$ cat src/design/pwli_pkg.sv
`timescale 1ns / 1ps
// ----------------------------------------------------------------------------
// pwli_pkg
// shared types, constants and microcode program of the piecewise linear
// interpolator
// ----------------------------------------------------------------------------
package pwli_pkg;

  localparam int MAX_POINTS_DEF = 16;
  localparam int DATA_W         = 32;
  localparam int NP_W           = 5;
  localparam int SLOT_W         = 4;
  localparam int PC_W           = 4;
  localparam int DIV_CNT_W      = $clog2(DATA_W + 1);

  // region codes on the result
  localparam logic [1:0] REGION_INTERIOR = 2'd0;
  localparam logic [1:0] REGION_LOW      = 2'd1;
  localparam logic [1:0] REGION_HIGH     = 2'd2;

  // item kinds
  localparam logic KIND_LOAD  = 1'b0;
  localparam logic KIND_QUERY = 1'b1;

  // microcode step addresses
  localparam logic [PC_W-1:0] PC_INIT       = 4'd0;
  localparam logic [PC_W-1:0] PC_PROBE      = 4'd1;
  localparam logic [PC_W-1:0] PC_CMP        = 4'd2;
  localparam logic [PC_W-1:0] PC_SELECT     = 4'd3;
  localparam logic [PC_W-1:0] PC_LOAD0      = 4'd4;
  localparam logic [PC_W-1:0] PC_LOAD1      = 4'd5;
  localparam logic [PC_W-1:0] PC_PREP       = 4'd6;
  localparam logic [PC_W-1:0] PC_MUL        = 4'd7;
  localparam logic [PC_W-1:0] PC_DIV        = 4'd8;
  localparam logic [PC_W-1:0] PC_OUT_INTERP = 4'd9;
  localparam logic [PC_W-1:0] PC_OUT_EDGE   = 4'd10;
  localparam logic [PC_W-1:0] PC_LAST       = PC_OUT_EDGE;

  // table read address source
  typedef enum logic [1:0] {
    RD_NONE,
    RD_MID,
    RD_PICK,
    RD_LO
  } rd_sel_t;

  // datapath action
  typedef enum logic [3:0] {
    ACT_NONE,
    ACT_INIT,
    ACT_SEARCH,
    ACT_REGION,
    ACT_LATCH0,
    ACT_LATCH1,
    ACT_PREP,
    ACT_MUL,
    ACT_DIV,
    ACT_OUT_INTERP,
    ACT_OUT_EDGE
  } act_t;

  // jump condition
  typedef enum logic [2:0] {
    COND_NEXT,
    COND_JUMP,
    COND_SEARCH_DONE,
    COND_EDGE,
    COND_DEN_ZERO,
    COND_DIV_MORE
  } cond_t;

  typedef struct packed {
    rd_sel_t         rd;
    act_t            act;
    cond_t           cond;
    logic [PC_W-1:0] target;
    logic            last;
  } ucode_t;

  typedef struct packed {
    logic    load;
    logic    query;
    rd_sel_t rd;
    act_t    act;
  } ctrl_t;

  typedef struct packed {
    logic search_done;
    logic edge_hit;
    logic den_zero;
    logic div_more;
  } status_t;

  // control store
  function automatic ucode_t ucode_rom(input logic [PC_W-1:0] pc);
    ucode_t w;
    unique case (pc)
      PC_INIT:       w = '{RD_NONE, ACT_INIT,       COND_NEXT,        PC_INIT,       1'b0};
      PC_PROBE:      w = '{RD_MID,  ACT_NONE,       COND_SEARCH_DONE, PC_SELECT,     1'b0};
      PC_CMP:        w = '{RD_NONE, ACT_SEARCH,     COND_JUMP,        PC_PROBE,      1'b0};
      PC_SELECT:     w = '{RD_PICK, ACT_REGION,     COND_NEXT,        PC_INIT,       1'b0};
      PC_LOAD0:      w = '{RD_LO,   ACT_LATCH0,     COND_EDGE,        PC_OUT_EDGE,   1'b0};
      PC_LOAD1:      w = '{RD_NONE, ACT_LATCH1,     COND_NEXT,        PC_INIT,       1'b0};
      PC_PREP:       w = '{RD_NONE, ACT_PREP,       COND_DEN_ZERO,    PC_OUT_INTERP, 1'b0};
      PC_MUL:        w = '{RD_NONE, ACT_MUL,        COND_NEXT,        PC_INIT,       1'b0};
      PC_DIV:        w = '{RD_NONE, ACT_DIV,        COND_DIV_MORE,    PC_DIV,        1'b0};
      PC_OUT_INTERP: w = '{RD_NONE, ACT_OUT_INTERP, COND_NEXT,        PC_INIT,       1'b1};
      PC_OUT_EDGE:   w = '{RD_NONE, ACT_OUT_EDGE,   COND_NEXT,        PC_INIT,       1'b1};
      default:       w = '{RD_NONE, ACT_NONE,       COND_NEXT,        PC_INIT,       1'b1};
    endcase
    return w;
  endfunction

  // magnitude of a 33-bit difference of two 32-bit values
  function automatic logic [DATA_W-1:0] mag33(input logic signed [DATA_W:0] v);
    logic [DATA_W:0] t;
    t = v[DATA_W] ? -v : v;
    return t[DATA_W-1:0];
  endfunction

endpackage

$ cat src/design/pwli_ram.sv
`timescale 1ns / 1ps
// ----------------------------------------------------------------------------
// pwli_ram
// generic single-write, single-read memory with registered read data
// ----------------------------------------------------------------------------
module pwli_ram #(
  parameter int WIDTH = 32,
  parameter int DEPTH = 16
) (
  input  logic                     clk,
  input  logic                     we,
  input  logic [$clog2(DEPTH)-1:0] waddr,
  input  logic [WIDTH-1:0]         wdata,
  input  logic [$clog2(DEPTH)-1:0] raddr,
  output logic [WIDTH-1:0]         rdata
);

  logic [WIDTH-1:0] mem [DEPTH];

  always_ff @(posedge clk) begin
    if (we) begin
      mem[waddr] <= wdata;
    end
    rdata <= mem[raddr];
  end

endmodule

$ cat src/design/pwli_seq.sv
`timescale 1ns / 1ps
// ----------------------------------------------------------------------------
// pwli_seq
// step counter and microcode sequencer, drives the datapath control word
// ----------------------------------------------------------------------------
module pwli_seq (
  input  logic              clk,
  input  logic              rst,
  input  logic              start,
  input  logic              kind,
  input  pwli_pkg::status_t status,
  output logic              busy,
  output pwli_pkg::ctrl_t   ctrl
);

  logic [pwli_pkg::PC_W-1:0] pc;
  pwli_pkg::ucode_t          cw;
  logic                      accept;
  logic                      cond_ok;

  assign accept = start && !busy;
  assign cw     = pwli_pkg::ucode_rom(pc);

  always_comb begin
    unique case (cw.cond)
      pwli_pkg::COND_NEXT:        cond_ok = 1'b0;
      pwli_pkg::COND_JUMP:        cond_ok = 1'b1;
      pwli_pkg::COND_SEARCH_DONE: cond_ok = status.search_done;
      pwli_pkg::COND_EDGE:        cond_ok = status.edge_hit;
      pwli_pkg::COND_DEN_ZERO:    cond_ok = status.den_zero;
      pwli_pkg::COND_DIV_MORE:    cond_ok = status.div_more;
      default:                    cond_ok = 1'b0;
    endcase
  end

  always_comb begin
    ctrl.load  = accept && (kind == pwli_pkg::KIND_LOAD);
    ctrl.query = accept && (kind == pwli_pkg::KIND_QUERY);
    ctrl.rd    = busy ? cw.rd : pwli_pkg::RD_NONE;
    ctrl.act   = busy ? cw.act : pwli_pkg::ACT_NONE;
  end

  always_ff @(posedge clk) begin
    if (rst) begin
      busy <= 1'b0;
      pc   <= pwli_pkg::PC_INIT;
    end else if (ctrl.query) begin
      busy <= 1'b1;
      pc   <= pwli_pkg::PC_INIT;
    end else if (busy) begin
      if (cw.last) begin
        busy <= 1'b0;
        pc   <= pwli_pkg::PC_INIT;
      end else if (cond_ok) begin
        pc <= cw.target;
      end else begin
        pc <= pc + 1'b1;
      end
    end
  end

`ifndef NO_ASSERTIONS
  a_pc_range: assert property (@(posedge clk) disable iff (rst)
    busy |-> pc <= pwli_pkg::PC_LAST)
    else $error("step counter beyond program");

  a_query_starts: assert property (@(posedge clk) disable iff (rst)
    ctrl.query |=> busy && pc == pwli_pkg::PC_INIT)
    else $error("query did not start program");
`endif

endmodule

$ cat src/design/pwli_datapath.sv
`timescale 1ns / 1ps
// ----------------------------------------------------------------------------
// pwli_datapath
// breakpoint tables, search bounds, multiply and serial divide datapath
// ----------------------------------------------------------------------------
module pwli_datapath #(
  parameter int MAX_POINTS = pwli_pkg::MAX_POINTS_DEF
) (
  input  logic                                clk,
  input  logic                                rst,
  input  pwli_pkg::ctrl_t                     ctrl,
  input  logic [pwli_pkg::SLOT_W-1:0]         point_index,
  input  logic signed [pwli_pkg::DATA_W-1:0]  x_value,
  input  logic signed [pwli_pkg::DATA_W-1:0]  y_value,
  input  logic                                num_points_we,
  input  logic [pwli_pkg::NP_W-1:0]           num_points,
  output pwli_pkg::status_t                   status,
  output logic                                done,
  output logic signed [pwli_pkg::DATA_W-1:0]  y_result,
  output logic [1:0]                          region
);

  localparam int IDX_W = $clog2(MAX_POINTS);
  localparam int CNT_W = $clog2(MAX_POINTS + 1);
  localparam int DW    = pwli_pkg::DATA_W;

  logic [pwli_pkg::NP_W-1:0]       np_reg;
  logic [CNT_W-1:0]                eff_n;
  logic [CNT_W-1:0]                lo;
  logic [CNT_W-1:0]                hi;
  logic [CNT_W:0]                  lo_hi_sum;
  logic [CNT_W-1:0]                mid;
  logic [IDX_W-1:0]                raddr;
  logic                            wr_en;
  logic [DW-1:0]                   rd_x;
  logic [DW-1:0]                   rd_y;
  logic signed [DW-1:0]            x_q;
  logic signed [DW-1:0]            x0;
  logic signed [DW-1:0]            y0;
  logic signed [DW:0]              dx;
  logic signed [DW:0]              dy;
  logic signed [DW:0]              den;
  logic [DW-1:0]                   amag;
  logic [DW-1:0]                   bmag;
  logic [DW-1:0]                   dmag;
  logic                            neg;
  logic [DW-1:0]                   rem;
  logic [DW-1:0]                   quot;
  logic [pwli_pkg::DIV_CNT_W-1:0]  cnt;
  logic [1:0]                      region_q;
  logic [DW:0]                     shifted;
  logic [DW:0]                     trial;
  logic                            fits;
  logic [DW-1:0]                   qc;
  logic signed [DW+1:0]            qs;
  logic signed [DW+1:0]            sum;
  logic                            sat_hi;
  logic                            sat_lo;
  logic [DW-1:0]                   interp;

  // clamp the breakpoint count into 1..MAX_POINTS
  always_comb begin
    if (np_reg == '0) begin
      eff_n = CNT_W'(1);
    end else if (int'(np_reg) > MAX_POINTS) begin
      eff_n = CNT_W'(MAX_POINTS);
    end else begin
      eff_n = CNT_W'(np_reg);
    end
  end

  assign lo_hi_sum = {1'b0, lo} + {1'b0, hi};
  assign mid       = lo_hi_sum[CNT_W:1];
  assign wr_en     = ctrl.load && (int'(point_index) < MAX_POINTS);

  always_comb begin
    unique case (ctrl.rd)
      pwli_pkg::RD_MID:  raddr = IDX_W'(mid);
      pwli_pkg::RD_LO:   raddr = IDX_W'(lo);
      pwli_pkg::RD_PICK: begin
        if (lo == '0) begin
          raddr = '0;
        end else if (lo >= eff_n) begin
          raddr = IDX_W'(eff_n - 1'b1);
        end else begin
          raddr = IDX_W'(lo - 1'b1);
        end
      end
      default:           raddr = '0;
    endcase
  end

  pwli_ram #(.WIDTH(DW), .DEPTH(MAX_POINTS)) u_ram_x (
    .clk   (clk),
    .we    (wr_en),
    .waddr (IDX_W'(point_index)),
    .wdata (x_value),
    .raddr (raddr),
    .rdata (rd_x)
  );

  pwli_ram #(.WIDTH(DW), .DEPTH(MAX_POINTS)) u_ram_y (
    .clk   (clk),
    .we    (wr_en),
    .waddr (IDX_W'(point_index)),
    .wdata (y_value),
    .raddr (raddr),
    .rdata (rd_y)
  );

  // one restoring divide step
  assign shifted = {rem, quot[DW-1]};
  assign trial   = shifted - {1'b0, dmag};
  assign fits    = shifted >= {1'b0, dmag};

  // sign, add and saturate
  always_comb begin
    qc     = (quot > {1'b1, {(DW-1){1'b0}}}) ? {1'b1, {(DW-1){1'b0}}} : quot;
    qs     = neg ? -$signed({2'b00, qc}) : $signed({2'b00, qc});
    sum    = $signed({{2{y0[DW-1]}}, y0}) + qs;
    sat_hi = !sum[DW+1] && (sum[DW:DW-1] != 2'b00);
    sat_lo = sum[DW+1] && (sum[DW:DW-1] != 2'b11);
    if (sat_hi) begin
      interp = {1'b0, {(DW-1){1'b1}}};
    end else if (sat_lo) begin
      interp = {1'b1, {(DW-1){1'b0}}};
    end else begin
      interp = sum[DW-1:0];
    end
  end

  always_comb begin
    status.search_done = lo >= hi;
    status.edge_hit    = region_q != pwli_pkg::REGION_INTERIOR;
    status.den_zero    = den == '0;
    status.div_more    = cnt != pwli_pkg::DIV_CNT_W'(1);
  end

  // configuration and result strobe
  always_ff @(posedge clk) begin
    if (rst) begin
      np_reg <= pwli_pkg::NP_W'(1);
      done   <= 1'b0;
    end else begin
      if (num_points_we) begin
        np_reg <= num_points;
      end
      done <= (ctrl.act == pwli_pkg::ACT_OUT_INTERP) || (ctrl.act == pwli_pkg::ACT_OUT_EDGE);
    end
  end

  // working registers
  always_ff @(posedge clk) begin
    if (ctrl.query) begin
      x_q <= x_value;
    end
    unique case (ctrl.act)
      pwli_pkg::ACT_INIT: begin
        lo <= '0;
        hi <= eff_n;
      end
      pwli_pkg::ACT_SEARCH: begin
        if ($signed(rd_x) < x_q) begin
          lo <= mid + 1'b1;
        end else begin
          hi <= mid;
        end
      end
      pwli_pkg::ACT_REGION: begin
        if (lo == '0) begin
          region_q <= pwli_pkg::REGION_LOW;
        end else if (lo >= eff_n) begin
          region_q <= pwli_pkg::REGION_HIGH;
        end else begin
          region_q <= pwli_pkg::REGION_INTERIOR;
        end
      end
      pwli_pkg::ACT_LATCH0: begin
        x0 <= rd_x;
        y0 <= rd_y;
      end
      pwli_pkg::ACT_LATCH1: begin
        dx  <= {x_q[DW-1], x_q} - {x0[DW-1], x0};
        den <= $signed({rd_x[DW-1], rd_x}) - {x0[DW-1], x0};
        dy  <= $signed({rd_y[DW-1], rd_y}) - {y0[DW-1], y0};
      end
      pwli_pkg::ACT_PREP: begin
        amag <= pwli_pkg::mag33(dx);
        bmag <= pwli_pkg::mag33(dy);
        dmag <= pwli_pkg::mag33(den);
        neg  <= dx[DW] ^ dy[DW] ^ den[DW];
        quot <= '0;
      end
      pwli_pkg::ACT_MUL: begin
        {rem, quot} <= amag * bmag;
        cnt         <= pwli_pkg::DIV_CNT_W'(DW);
      end
      pwli_pkg::ACT_DIV: begin
        rem  <= fits ? trial[DW-1:0] : shifted[DW-1:0];
        quot <= {quot[DW-2:0], fits};
        cnt  <= cnt - 1'b1;
      end
      pwli_pkg::ACT_OUT_INTERP: begin
        y_result <= interp;
        region   <= region_q;
      end
      pwli_pkg::ACT_OUT_EDGE: begin
        y_result <= y0;
        region   <= region_q;
      end
      default: begin
      end
    endcase
  end

`ifndef NO_ASSERTIONS
  a_rem_below_divisor: assert property (@(posedge clk) disable iff (rst)
    (ctrl.act == pwli_pkg::ACT_DIV) |-> rem < dmag)
    else $error("divide remainder not below divisor");
`endif

endmodule

$ cat src/design/piecewise_linear_interpolator_top.sv
`timescale 1ns / 1ps
// ----------------------------------------------------------------------------
// piecewise_linear_interpolator_top
// piecewise linear interpolation over a loaded table of q16.16 breakpoints,
// run by a microcoded sequencer over a shared search, multiply and divide
// datapath
// ----------------------------------------------------------------------------
//
//  channel   handshake                 payload
//  --------  ------------------------  -----------------------------------
//  item in   start / busy              kind, point_index, x_value, y_value
//  result    done (one-cycle strobe)   y_result, region
//  config    num_points_we             num_points
//
//  a load is a single transfer: the slot is written at the accepting
//  edge and busy stays low
//  a query runs the microcode program: a halving search of up to 5 steps
//  for sixteen points, then, in the interior and for a segment of nonzero
//  width, a multiply and a 32-step serial divide; at or outside the table
//  ends the search result goes straight to the output step
//  done rises in the same cycle as busy falls, so the next item can be taken
//  while the result is shown; the receiver cannot stall the result
//  synchronous active-high reset clears the sequencer and sets num_points
//  to one; table contents are not cleared
//
module piecewise_linear_interpolator_top #(
  parameter int MAX_POINTS = pwli_pkg::MAX_POINTS_DEF
) (
  input  logic                                clk,
  input  logic                                rst,
  // item transfer
  input  logic                                start,
  output logic                                busy,
  input  logic                                kind,
  input  logic [pwli_pkg::SLOT_W-1:0]         point_index,
  input  logic signed [pwli_pkg::DATA_W-1:0]  x_value,
  input  logic signed [pwli_pkg::DATA_W-1:0]  y_value,
  // configuration write
  input  logic                                num_points_we,
  input  logic [pwli_pkg::NP_W-1:0]           num_points,
  // result
  output logic                                done,
  output logic signed [pwli_pkg::DATA_W-1:0]  y_result,
  output logic [1:0]                          region
);

  pwli_pkg::ctrl_t   ctrl;
  pwli_pkg::status_t status;

  // program counter and control store
  pwli_seq u_seq (
    .clk    (clk),
    .rst    (rst),
    .start  (start),
    .kind   (kind),
    .status (status),
    .busy   (busy),
    .ctrl   (ctrl)
  );

  // tables, search bounds and arithmetic
  pwli_datapath #(.MAX_POINTS(MAX_POINTS)) u_datapath (
    .clk           (clk),
    .rst           (rst),
    .ctrl          (ctrl),
    .point_index   (point_index),
    .x_value       (x_value),
    .y_value       (y_value),
    .num_points_we (num_points_we),
    .num_points    (num_points),
    .status        (status),
    .done          (done),
    .y_result      (y_result),
    .region        (region)
  );

`ifndef NO_ASSERTIONS
  // a result only appears once the query program has finished
  a_done_idle: assert property (@(posedge clk) disable iff (rst)
    done |-> !busy)
    else $error("result strobe while busy");

  // every finished query yields exactly one result transfer
  a_end_gives_result: assert property (@(posedge clk) disable iff (rst)
    $fell(busy) |-> done)
    else $error("query ended without result");
`endif

endmodule

$ cat config.mk
export PLATFORM = sky130hd
export DESIGN_NAME = piecewise_linear_interpolator_top
export DESIGN_NICKNAME = d
export VERILOG_FILES = /design/src/design/pwli_pkg.sv /design/src/design/pwli_ram.sv /design/src/design/pwli_seq.sv /design/src/design/pwli_datapath.sv /design/src/design/piecewise_linear_interpolator_top.sv
export SDC_FILE = /design/constraint.sdc
export NUM_CORES = 2
export LEC_CHECK = 0
export BUFFER_PORTS_ARGS = -buffer_cell sky130_fd_sc_hd__buf_2
export CORE_ASPECT_RATIO = 0.7
export CORE_MARGIN = 1.5
export CORE_UTILIZATION = 55
export DETAILED_ROUTE_END_ITERATION = 10
export PLACE_DENSITY = 0.7
export SLEW_MARGIN = 30
export SYNTH_ARGS = -nofsm -noshare
export SYNTH_HDL_FRONTEND = slang
export SYNTH_HIERARCHICAL = 1
export SYNTH_SLANG_ARGS = --single-unit
export TNS_END_PERCENT = 20
$ cat constraint.sdc
create_clock -name clk -period 13.6 [get_ports clk]
set_input_delay 2.72 -clock clk [delete_from_list [all_inputs] [get_ports clk]]
set_output_delay 2.72 -clock clk [all_outputs]
set_load 0.02 [all_outputs]
Word-level counts from Yosys, hierarchy flattened:

Memory sizes are Yosys's and may differ from the RTL's. A register that Yosys moved wholly into a read port is not among the register bits.
Index checks and enable logic that the tools add are counted.

* $add $sub $neg: 15
* multiply operators: 1
* $lt $le $gt $ge: 6
* eq/ne operators: 22
* mux-type cells: 34
* bitwise gates (word level): 3
* reduce and logical (&&, ||, !) cells: 21

Operators by type and width (number)
* two-way mux 32 bit: 7
* case mux 32 bit (2 select lines): 2
* subtractor 32 x 32 -> 33 bit: 3
* negation 32 bit: 3
* case mux 32 bit (3 select lines): 1
* multiplier 32 x 32 -> 64 bit: 1
* adder 32 x 34 -> 34 bit: 1
* two-way mux 34 bit: 1
* negation 32 -> 34 bit: 1
* >= comparator 33 x 32 -> 1 bit: 1
* zero test 33 bit: 1
* > comparator 32 bit (second input constant): 1
* less-than comparator 32 bit: 1
* subtractor 32 bit: 1
* two-way mux 4 bit: 7
* two-way mux 5 bit: 4
* case mux 5 bit (2 select lines): 2
* == test 4 x 3 -> 1 bit (second input constant): 4
* == test 4 bit (second input constant): 3
* case mux 4 bit (3 select lines): 1
* case mux 6 bit (2 select lines): 1
* >= comparator 5 bit: 2
* zero test 5 bit: 2
* nonzero test 2 bit: 5
* 27 further kinds: 46

* flip-flop bits (word level): 419
* RAM bits: 1024
* ROM bits: 208
* bits of input ports: 78
* output and inout port bits: 36
* logic and storage cells: 127
* memories kept: 3

Memory list
* u_datapath.u_ram_x.mem: depth 16, bits a word 32, read ports 1, clocked after memory_dff 1, write ports 1, RTL line pwli_ram.sv:18 `logic [WIDTH-1:0] mem [DEPTH];`
* u_datapath.u_ram_y.mem: depth 16, bits a word 32, read ports 1, clocked after memory_dff 1, write ports 1, RTL line pwli_ram.sv:18
* (name not given): depth 16, bits a word 13, read ports 1, clocked after memory_dff 1, write ports 0, RTL line pwli_pkg.sv:97 `unique case (pc)`

Logic depth before layout (Yosys ltp):

* word-level depth: 10
* depth in mapped cells: 29
* depth with buffers taken out: 27

Modules after synthesis:

Netlist, hierarchy kept.

By module, submodules not included
* pwli_datapath: times used 1, cells an instance 6220, area each 59736.0 µm², seq. area each 12371.9 µm²
* pwli_ram (u_datapath.u_ram_y): times used 1, cells an instance 838, area each 19854.0 µm², seq. area each 16015.4 µm²
* pwli_ram (u_datapath.u_ram_x): times used 1, cells an instance 838, area each 19835.3 µm², seq. area each 16015.4 µm²
* pwli_seq: times used 1, cells an instance 95, area each 905.9 µm², seq. area each 320.3 µm²

Worst setup path after synthesis:

No wires, ideal clock.

* path kind: reg2reg
* from: register u_datapath.bmag[2]
* to: register u_datapath.rem[30], data pin
* library setup time: 0.276 ns
* arrival time: 7.193 ns
* required time: 13.324 ns
* slack: 6.131 ns
* stages on the path, launching flop included: 26
* buffers on the path: 1
* period minus slack after synthesis: 7.469 ns
* cell sequence: edfxtp_1 -> clkbuf_1 -> and2_1 -> fa_1 -> inv_1 -> fa_1 -> fa_1 -> fa_1 -> inv_1 -> fa_1 -> inv_1 -> fa_1 -> inv_1 -> fa_1 -> fa_1 -> ha_1 -> and3_1 -> a311o_1 -> a22oi_1 -> a21oi_1 -> o311a_1 -> nor2_1 -> o31ai_1 -> a211oi_1 -> xor2_1 -> o221ai_1

* longest elaborated chain between the ends: 2

RTL lines
* start: declaration: RTL line pwli_datapath.sv:44 `logic [DW-1:0] bmag;`
* start signal: assignment: RTL line pwli_datapath.sv:189 `bmag <= pwli_pkg::mag33(dy);`
* multiplier 32 x 32 -> 64 bit: RTL line pwli_datapath.sv:195 `{rem, quot} <= amag * bmag;`
* case mux 32 bit (2 select lines): RTL line pwli_datapath.sv:157 `unique case (ctrl.act)`
* end signal: assignment: RTL line pwli_datapath.sv:195
* end signal: assignment: RTL line pwli_datapath.sv:199 `rem <= fits ? trial[DW-1:0] : shifted[DW-1:0];`
* end: declaration: RTL line pwli_datapath.sv:47 `logic [DW-1:0] rem;`

No other way between the ends.
A chain may end at the register's enable or synchronous reset.

Worst setup path in the final report:

* from: register u_datapath.bmag[4]
* to: register u_datapath.rem[28], data pin

The elaborated chain is that of the path after synthesis.

==> impl_results.md <==
- Clock-pin slew on the worst setup and hold paths: 0.07 ns
- Syn Nets: 9456
- Die Ht: 360 um
- Post-synth EDFFs: 1432
- Num CTS Buffers: 152
- #FFs+latches synth: 1518
- Max-cap violation count: 0
- Initial antenna violation count: 20
- CP endpoint kind: flip-flop
- First-pass GRT wire length: 393 mm
- Crit Path Class: reg -> reg
- Worst Path Required: 14.07 ns
- Clock Tree Root: clkbuf_16
- RSZ-0062 raised after global routing: no
- Worst Hold Path Cells: 0
- Outcome: completed
- Post-synthesis async set-or-reset flop share: 0
- CP startpoint: u_datapath/bmag[4]$_DFFE_PP_
- Clock Path Buffers: 3
- Lkg Pwr: 43.1 nW
- Fillcell total: 13900
- Wirelength per Cell: 24.1 um
- Setup Skew: 0.0524 ns
- Cts hold-fix bufs: 0
- Core ar.: 180000 um2
- Worst Hold End: u_datapath/region[0]$_DFFE_PP_
- Worst slew pin tran: 1.04 ns
- Mapped Area: 100000 um2
- DR pass1 iterations: 7
- Final #Nets: 9486
- Gr ovfl total: 0
- Register area share after synthesis: 0.446
- Die area: 185000 um2
- R2R Path Start: u_datapath/bmag[4]$_DFFE_PP_
- Area grow syn2layout: 8.43%
- Relative slew margins: 0.299
- Initial Utilization: 0.556
- Worst reg2reg setup slack: 4.53 ns
- H-tree Lvls: 4
- FMAX: 0.110 GHz
- Commonest non-fill, non-tap cell in the layout: edfxtp_1
- R2R cell count: 25
- Power per Cell Area: 88.0 nW/um2
- Setup TNS: 0 ns
- CP max FO: 32
- Residual DRC: 0
- Final Setup Violations: 0
- Max VDD drop: 0.132 mV
- Share of layout cells above drive strength 1: 0.100
- Top flop regs: u_datapath/u_ram_x/mem (512), u_datapath/u_ram_y/mem (512)
- Core Rows: 130
- DP Wirelength: 173 mm
- Period Utilization, post-route: 0.667
- Input/output buffers: 113
- PnR Total Power: 9.57 mW
- Drt via density: 5.99
- CTS resizes: 0
- Post-synth cell types: 90
- Post-Syn Instances: 7991
- Post-route ant nets: 0
- Max-slew violation count: 0
- Initial drt markers: 6183
- Post-Route WL: 254 mm
- CP Launch Type: flip-flop
- Die Wd: 513 um
- Pin count of the biggest net entering global routing: 162
- Final Hold Viols: 0
- Final GP Congestion: 0.932
- Ys flop type: edfxtp_1
- Hold Path Origin: u_datapath/region_q[0]$_SDFFCE_PP1N_
- CTS tree: built
- Shortest period the worst path allows: 9.07 ns
- Syn avg cell area: 12.6 um2
- DR vias: 63100
- Highest-count cells in the layout ignoring fill and taps: 1432 x edfxtp_1, 1073 x inv_1, 902 x fa_1
- Gr usage total: 0.279
- WP data arrival: 9.54 ns
- RR Endpoint: u_datapath/rem[28]$_DFFE_PP_
- Setup bufs post-CTS: 0
- Ys Warns: 6
- CTS sink count: 1518
- Worst skew pair latency: 0.78 ns
- Vias in the first global route: 64100
- Min-Delay Path Class: reg -> reg
- I/O Pins: 114
[cell type report]
| class | count | area (um2) | share of cell area |
|---|---|---|---|
| clock buffer | 208 | 4150 | 0.0381 |
| sequential | 1518 | 44700 | 0.411 |
| inverter | 1074 | 4030 | 0.0371 |
| clock inverter | 66 | 791 | 0.00727 |
| tap | 2376 | 2970 | 0.0273 |
| multi-input combinational | 5030 | 50500 | 0.464 |
| timing repair buffer | 245 | 1660 | 0.0152 |
| antenna | 7 | 17.5 | 0.000161 |
[kinds of logic (layout without fill, tap and decap cells)]
kind of cell,count (synthesis),count (layout),synth area share
AOI/OAI and AO/OA,1074,1074,0.0719
adders and majority gates,1387,1387,0.240
xor gates and xnor gates,319,319,0.0278
muxes,281,281,0.0600
other,0,7,0
buffers and inverters,1443,1593,0.0551
and+or+nand+nor,1969,1969,0.0989
DFF,1518,1518,0.446
[stage by stage]
| step | utilization | hold WS [ns] | worst slack [ns] | std cells | area [um2] |
|---|---|---|---|---|---|
| after global routing | 0.603 | 0.458 | 4.23 | 10500 | 109000 |
| after detailed placement | 0.575 | 0.430 | 4.74 | 10200 | 104000 |
| final | 0.603 | 0.446 | 4.53 | 10500 | 109000 |
| after global placement | 0.575 | 0.423 | 4.80 | 10200 | 104000 |
| after CTS | 0.603 | 0.444 | 4.63 | 10500 | 109000 |
| after floorplan | - | 0.408 | 6.13 | 7991 | 100000 |
[worst max-delay path, cell delays in order, from the launching register on]
cell	delay (ns)
edfxtp_1	0.80
and2_1	0.37
fa_1	0.54
inv_1	0.06
fa_1	0.50
fa_1	0.50
fa_1	0.50
inv_1	0.04
ha_1	0.29
ha_1	0.34
fa_1	0.57
inv_1	0.07
fa_1	0.54
inv_1	0.04
ha_1	0.37
a211o_1	0.35
a2111oi_0	0.43
o22ai_1	0.23
nand4b_1	0.17
a21oi_1	0.14
o21ai_0	0.60
o21ai_0	0.29
a221oi_1	0.53
o21ai_0	0.22
xnor2_1	0.19
mux2i_1	0.09
[cells in the mapped netlist (33+ instances only)]
cell type,count,area (um2)
edfxtp_1,1432,43000
inv_1,1073,4030
fa_1,902,18100
nand2_1,749,2810
and2_1,610,3820
ha_1,485,6070
clkbuf_1,312,1170
mux4_2,256,5770
a21oi_1,245,1230
xnor2_1,218,1910
nor2_1,213,800
o21ai_0,189,946
a21o_1,139,1040
a22oi_1,133,998
xor2_1,101,885
dfxtp_1,86,1720
nor2b_1,61,382
nand3_1,57,285
o31ai_1,52,390
nor3_1,50,250
nand2b_1,43,269
nand4_1,35,219
o21a_1,33,248
[power breakdown]
group / switching (mW) / total, mW / internal (mW)
Sequential: 0.0235 / 5.16 / 5.14
Combinational: 0.180 / 0.274 / 0.0946
Clock: 1.79 / 4.14 / 2.35
[how the worst max path moves through the flow]
stage               cells past startpoint                            to  slack, ns
floorplan                              25  u_datapath/rem[30]$_DFFE_PP_       6.13
global placement                       25  u_datapath/rem[28]$_DFFE_PP_       4.80
detailed placement                     25  u_datapath/rem[28]$_DFFE_PP_       4.74
CTS                                    25  u_datapath/rem[28]$_DFFE_PP_       4.63
global route                           25  u_datapath/rem[28]$_DFFE_PP_       4.23
finish                                 25  u_datapath/rem[28]$_DFFE_PP_       4.53
[per-layer routing]
metal / global-route usage / wire length [um]
met1: 0.426 / 111000
met3: 0.0654 / 27200
met5: 0 / 81
met2: 0.407 / 110000
met4: 0.0626 / 5260
(Power assumes the default switching activity.)
